## src/rtl/tdt_pkg.sv

```systemverilog
// Shared constants and types for the totient trial-division unit.
package tdt_pkg;

   localparam int NUMBER_WIDTH_DEFAULT = 32;

   typedef struct packed {
      logic busy;
      logic done;
   } tdt_div_status_type;

endpackage

```

## src/rtl/tdt_divider.sv

```systemverilog
// Restoring radix-2 divider, one quotient bit per cycle, shared by the sequencer.
module tdt_divider import tdt_pkg::*; #(
   parameter int WIDTH = NUMBER_WIDTH_DEFAULT
) (
   input  logic               clock,
   input  logic               reset,
   input  logic               start,
   input  logic [WIDTH-1:0]   dividend,
   input  logic [WIDTH-1:0]   divisor,
   output tdt_div_status_type status,
   output logic [WIDTH-1:0]   quotient,
   output logic [WIDTH-1:0]   remainder
);

   localparam int CNT_W = $clog2(WIDTH + 1);

   logic [WIDTH-1:0] rem_ff, rem_in;
   logic [WIDTH-1:0] quo_ff, quo_in;
   logic [WIDTH-1:0] dvs_ff, dvs_in;
   logic [CNT_W-1:0] cnt_ff, cnt_in;
   logic             busy_ff, busy_in;
   logic             done_ff, done_in;
   logic [WIDTH:0]   trial;
   logic [WIDTH:0]   diff;

   always_comb begin
      trial   = {rem_ff, quo_ff[WIDTH-1]};
      diff    = trial - {1'b0, dvs_ff};
      rem_in  = rem_ff;
      quo_in  = quo_ff;
      dvs_in  = dvs_ff;
      cnt_in  = cnt_ff;
      busy_in = busy_ff;
      done_in = 1'b0;
      if (start) begin
         rem_in  = '0;
         quo_in  = dividend;
         dvs_in  = divisor;
         cnt_in  = CNT_W'(WIDTH);
         busy_in = 1'b1;
      end else if (busy_ff) begin
         if (!diff[WIDTH]) begin
            rem_in = diff[WIDTH-1:0];
            quo_in = {quo_ff[WIDTH-2:0], 1'b1};
         end else begin
            rem_in = trial[WIDTH-1:0];
            quo_in = {quo_ff[WIDTH-2:0], 1'b0};
         end
         cnt_in = cnt_ff - 1'b1;
         if (cnt_ff == CNT_W'(1)) begin
            busy_in = 1'b0;
            done_in = 1'b1;
         end
      end
   end

   always_ff @(posedge clock) begin
      rem_ff <= rem_in;
      quo_ff <= quo_in;
      dvs_ff <= dvs_in;
      cnt_ff <= cnt_in;
      if (reset) begin
         busy_ff <= 1'b0;
         done_ff <= 1'b0;
      end else begin
         busy_ff <= busy_in;
         done_ff <= done_in;
      end
   end

   assign status.busy = busy_ff;
   assign status.done = done_ff;
   assign quotient    = quo_ff;
   assign remainder   = rem_ff;

   a_start_idle: assert property (@(posedge clock) disable iff (reset)
      start |-> (!busy_ff && !done_ff))
      else $error("divider started while busy");

   a_divisor_nonzero: assert property (@(posedge clock) disable iff (reset)
      start |-> (divisor != '0))
      else $error("divider started with zero divisor");

   a_done_after_busy: assert property (@(posedge clock) disable iff (reset)
      done_ff |-> $past(busy_ff))
      else $error("divider done without a running division");

endmodule

```

## src/rtl/totient_by_trial_division_unit.sv

```systemverilog
// Top level: Euler totient by trial division, sequenced over a shared divider.
//
// One number is taken at a time; req_stall stays high until its totient has
// moved into the result register. Every step is one division by the shared
// restoring divider. The number of divisions is about one per trial divisor
// up to sqrt(number), plus two per prime factor found and one per repeated
// factor; inputs 0 and 1 finish in one division, 2 and 3 in two.
// A new number is taken while a finished result still waits for its transfer.
module totient_by_trial_division_unit import tdt_pkg::*; #(
   parameter int NUMBER_WIDTH = NUMBER_WIDTH_DEFAULT
) (
   input  logic                    clock,
   input  logic                    reset,
   input  logic                    req_valid,
   output logic                    req_stall,
   input  logic [NUMBER_WIDTH-1:0] req_number,
   output logic                    rsp_valid,
   input  logic                    rsp_stall,
   output logic [NUMBER_WIDTH-1:0] rsp_totient
);

   typedef enum logic [5:0] {
      S_IDLE = 6'b000001,
      S_DIVL = 6'b000010,
      S_DIVA = 6'b000100,
      S_DIVR = 6'b001000,
      S_DIVF = 6'b010000,
      S_DONE = 6'b100000
   } state_type;

   state_type               state_ff, state_in;
   logic [NUMBER_WIDTH-1:0] left_ff, left_in;
   logic [NUMBER_WIDTH-1:0] acc_ff, acc_in;
   logic [NUMBER_WIDTH-1:0] d_ff, d_in;
   logic                    go_ff, go_in;
   logic                    rsp_valid_ff, rsp_valid_in;
   logic [NUMBER_WIDTH-1:0] rsp_totient_ff, rsp_totient_in;

   tdt_div_status_type      div_status;
   logic [NUMBER_WIDTH-1:0] div_dividend;
   logic [NUMBER_WIDTH-1:0] div_divisor;
   logic [NUMBER_WIDTH-1:0] div_q;
   logic [NUMBER_WIDTH-1:0] div_r;
   logic                    out_free;

   assign div_dividend = (state_ff == S_DIVA || state_ff == S_DIVF) ? acc_ff : left_ff;
   assign div_divisor  = (state_ff == S_DIVF) ? left_ff : d_ff;

   tdt_divider #(
      .WIDTH (NUMBER_WIDTH)
   ) u_div (
      .clock     (clock),
      .reset     (reset),
      .start     (go_ff),
      .dividend  (div_dividend),
      .divisor   (div_divisor),
      .status    (div_status),
      .quotient  (div_q),
      .remainder (div_r)
   );

   assign out_free = !rsp_valid_ff || !rsp_stall;

   always_comb begin
      state_in       = state_ff;
      left_in        = left_ff;
      acc_in         = acc_ff;
      d_in           = d_ff;
      go_in          = 1'b0;
      rsp_valid_in   = rsp_valid_ff && rsp_stall;
      rsp_totient_in = rsp_totient_ff;
      unique case (state_ff)
         S_IDLE: begin
            if (req_valid) begin
               left_in  = req_number;
               acc_in   = req_number;
               d_in     = NUMBER_WIDTH'(2);
               go_in    = 1'b1;
               state_in = S_DIVL;
            end
         end
         S_DIVL: begin
            if (div_status.done) begin
               priority if (d_ff > div_q) begin
                  if (left_ff > NUMBER_WIDTH'(1)) begin
                     go_in    = 1'b1;
                     state_in = S_DIVF;
                  end else begin
                     state_in = S_DONE;
                  end
               end else if (div_r != '0) begin
                  d_in  = d_ff + 1'b1;
                  go_in = 1'b1;
               end else begin
                  left_in  = div_q;
                  go_in    = 1'b1;
                  state_in = S_DIVA;
               end
            end
         end
         S_DIVA: begin
            if (div_status.done) begin
               acc_in   = acc_ff - div_q;
               go_in    = 1'b1;
               state_in = S_DIVR;
            end
         end
         S_DIVR: begin
            if (div_status.done) begin
               go_in = 1'b1;
               if (div_r == '0) begin
                  left_in = div_q;
               end else begin
                  d_in     = d_ff + 1'b1;
                  state_in = S_DIVL;
               end
            end
         end
         S_DIVF: begin
            if (div_status.done) begin
               acc_in   = acc_ff - div_q;
               state_in = S_DONE;
            end
         end
         S_DONE: begin
            if (out_free) begin
               rsp_valid_in   = 1'b1;
               rsp_totient_in = acc_ff;
               state_in       = S_IDLE;
            end
         end
         default: begin
            state_in = S_IDLE;
         end
      endcase
   end

   always_ff @(posedge clock) begin
      left_ff        <= left_in;
      acc_ff         <= acc_in;
      d_ff           <= d_in;
      rsp_totient_ff <= rsp_totient_in;
      if (reset) begin
         state_ff     <= S_IDLE;
         go_ff        <= 1'b0;
         rsp_valid_ff <= 1'b0;
      end else begin
         state_ff     <= state_in;
         go_ff        <= go_in;
         rsp_valid_ff <= rsp_valid_in;
      end
   end

   assign req_stall   = (state_ff != S_IDLE);
   assign rsp_valid   = rsp_valid_ff;
   assign rsp_totient = rsp_totient_ff;

   a_rsp_from_done: assert property (@(posedge clock) disable iff (reset)
      $rose(rsp_valid_ff) |-> $past(state_ff == S_DONE))
      else $error("result loaded outside completion");

   a_divisor_floor: assert property (@(posedge clock) disable iff (reset)
      (state_ff == S_DIVL || state_ff == S_DIVA || state_ff == S_DIVR)
         |-> (d_ff >= NUMBER_WIDTH'(2)))
      else $error("trial divisor below two");

   a_acc_bound: assert property (@(posedge clock) disable iff (reset)
      (state_ff == S_DIVA || state_ff == S_DIVR) |-> (acc_ff != '0))
      else $error("totient accumulator collapsed mid factor");

endmodule
```

## config.mk

```make
export PLATFORM = sky130hd
export DESIGN_NAME = totient_by_trial_division_unit
export DESIGN_NICKNAME = d
export VERILOG_FILES = /design/src/rtl/tdt_pkg.sv /design/src/rtl/tdt_divider.sv /design/src/rtl/totient_by_trial_division_unit.sv
export SDC_FILE = /design/constraint.sdc
export NUM_CORES = 1
export LEC_CHECK = 0
export ABC_CLOCK_PERIOD_IN_PS = 5900
export BUFFER_PORTS_ARGS = -buffer_cell sky130_fd_sc_hd__buf_2
export CORE_ASPECT_RATIO = 0.8
export CORE_UTILIZATION = 37
export CTS_BUF_LIST = sky130_fd_sc_hd__clkbuf_4 sky130_fd_sc_hd__clkbuf_8
export CTS_CLUSTER_DIAMETER = 100
export DETAILED_ROUTE_END_ITERATION = 10
export HOLD_SLACK_MARGIN = 0.08
export PLACE_DENSITY = 0.58
export SKIP_LAST_GASP = 1
export SLEW_MARGIN = 20
export SYNTH_ARGS = -nofsm -noshare
export SYNTH_HDL_FRONTEND = slang
export SYNTH_HIERARCHICAL = 1
export SYNTH_SLANG_ARGS = --single-unit
```

## constraint.sdc

```tcl
create_clock -name clock -period 5.9 [get_ports clock]
set_clock_uncertainty 0.15 [all_clocks]
set_input_delay 0.295 -clock clock [delete_from_list [all_inputs] [get_ports clock]]
set_output_delay 0.295 -clock clock [all_outputs]
set_load 0.1 [all_outputs]
```

==> impl_metrics.py <==
metrics = {
    "sta": {
        "maxSlewViolCount": 0,
        "slew-limit-headroom_pct": 31.03,
        "rsz0062_at_grt": "false",
        "finalCritPeriodShare_pct": 71.76,
        "hold_violations": 0,
        "setup_ws_ns": 1.666,
        "timing.setup.tns_ns": 0,
        "setup_viol": 0,
        "period_needed_ns": 4.234,
        "tightest_slew_ns": 1.032,
        "max_freq_mhz": 236.2,
        "timing.hold.ws_ns": 0.3124,
    },
    "logic_synthesis": {
        "synth.cell_area_um2": 14840,
        "ys.warnings.count": 6,
        "syn_avg_cell_area_um2": 10.23,
        "synth_cells": 1451,
        "syn-num-nets": 1587,
    },
    "power_and_ir_drop": {
        "swShare_pct": 41.73,
        "power_density_nw_per_um2": 530.1,
        "p_comb_share_pct": 46.0,
        "pwr-share-seq_pct": 35.5,
        "worst_ir_drop_vdd_mv": 0.2300,
        "internal-power_mw": 5.235,
        "switchingPower_mw": 3.750,
        "p_leak_nw": 6.684,
        "clkPwrFrac_pct": 18.5,
    },
    "cells_and_area": {
        "drive_above_1_share_pct": 16.88,
        "area_growth_pct": 14.18,
        "multi_input_area_um2": 7523,
        "seq_area_um2": 6731,
        "diodes": 0,
        "fillerInstances": 3794,
        "nets": 1685,
    },
    "worst_setup_path": {
        "rr_startpoint": "d_ff[23]$_SDFFCE_PP0P_",
        "worstSetupPathType": "reg2reg",
        "worstPathMaxFanout": 32,
        "crit_path_start_kind": "flip-flop",
        "startpoint": "d_ff[23]$_SDFFCE_PP0P_",
        "endpoint_kind": "flip-flop",
        "crit_required_ns": 5.93,
        "arrival_ns": 4.27,
    },
    "floorplan": {
        "rows": 65,
        "core_um2": 39440,
        "die_h_um": 181.1,
        "ios": 70,
        "die_area_um2": 40930,
        "dieWidth_um": 225.9,
        "start_util_pct": 37.63,
    },
    "grt": {
        "grt_pass1_vias": 11163,
        "antenna_found_initial": 0,
        "grt_pass1_wl_um": 60600,
        "gr-total-overflow": 0,
        "grt_use_total_pct": 18.48,
        "grt_max_degree": 91,
    },
    "cts": {
        "ctsResizeCount": 0,
        "cts_tree": "done",
        "clock_latency_ns": 0.58,
        "clkTransAtPathRegs_ns": 0.06,
        "cts.sinks": 240,
        "cts-root-buf": "clkbuf_8",
        "htree_levels": 2,
        "clockBufferDepth": 3,
        "cts_buffers": 45,
    },
    "route": {
        "routed_wl_um": 37510,
        "drc": 0,
        "via_count": 11385,
        "first_iter_violations": 700,
        "antenna_left": 0,
        "first_pass_iters": 5,
        "wl_per_cell_um": 17.71,
        "via_per_inst": 5.375,
    },
    "min_path": {
        "worstHoldPathType": "reg2reg",
        "worstHoldStart": "acc_ff[0]$_DFFE_PP_",
    },
    "run": {
        "maxCapViolations": 0,
    },
    "placement": {
        "gp_congestion": 0.8941,
        "dp_slack_ns": 1.590,
        "numPortBuffers": 69,
        "dpl.hpwl_um": 26240,
    },
    "run_status": {
        "status": "completed",
    },
}
-- cell type report --
class | instances | area share, %
Clock inverter | 17 | 0.8047
Multi-Input combinational cell | 1056 | 44.39
Sequential cell | 240 | 39.72
Clock buffer | 63 | 4.489
Inverter | 91 | 2.016
Tap cell | 536 | 3.957
Timing Repair Buffer | 115 | 4.622
-- registers in the layout, summed over array words and instances (netlist names), 6 cells and up --
register	flops
d_ff	32
u_div/remainder	32
acc_ff	32
rsp_totient	32
u_div/quotient	32
left_ff	32
u_div/dvs_ff	32
u_div/cnt_ff	6
state_ff	6
-- layer usage --
layer / global-route usage [%] / vias up / share of wire (%)
li1: - / 5541 / -
met1: 27.66 / 5470 / 50
met5: 0 / - / 0
met2: 27.51 / 319 / 43
met3: 2.781 / 55 / 5.3
met4: 4.871 / 0 / 1.9
-- layout by cell type (no fill, tap or decap), types with 36 or more instances in the layout --
cell type,instances
a211oi_1,41
a21oi_1,82
buf_2,69
clkbuf_8,46
dfxtp_1,46
dlygate4sd3_1,37
edfxtp_1,192
ha_1,98
inv_1,91
mux2_2,95
nand2_1,132
nor2_1,108
o21ai_0,101
xnor2_1,36
xor2_1,53
-- per-stage QoR --
step	utilization, %	cells	total power, mW	instance area (um2)
3_5_place_dp	39.75	2001	7.267	15680
4_1_cts	42.97	2118	8.993	16950
6_report	42.97	2118	8.985	16950
5_1_grt	42.97	2118	9.616	16950
2_1_floorplan	-	1451	6.209	14840
3_3_place_gp	39.75	2001	7.195	15680
-- worst max-delay path: stages (launching register included) --
cell      delay, ns
edfxtp_1       0.47
ha_1           0.37
a21oi_1        0.14
o21ai_0        0.12
a221oi_1       0.45
o211ai_1       0.15
o21ai_1        0.58
nor2_1         0.14
a211oi_1       0.33
nor2b_4        0.89
-- what timing repair did --
action | in CTS | in global routing
hold buffers | 37 | 0
hold endpoints to repair | 74 | 0
setup buffers | 0 | 0
-- power by group through the flow --
stage | Sequential, mW | Clock (mW) | Combinational [mW]
floorplan | 2.97 | 0 | 3.24
global placement | 3.20 | 0 | 3.99
detailed placement | 3.21 | 0 | 4.06
CTS | 3.19 | 1.70 | 4.10
global route | 3.28 | 1.78 | 4.56
finish | 3.19 | 1.67 | 4.13
-- final timing paths --
| check | end | slack, ns | depth (start not counted) |
|---|---|---|---|
| min | rsp_totient[0]$_DFFE_PP_ | 0.31 | 0 |
| max reg2reg | left_ff[2]$_DFFE_PP_ | 1.67 | 9 |
| min reg2reg | rsp_totient[0]$_DFFE_PP_ | 0.31 | 0 |
| max | left_ff[2]$_DFFE_PP_ | 1.67 | 9 |
No activity file was read; power rests on OpenSTA's default activity.
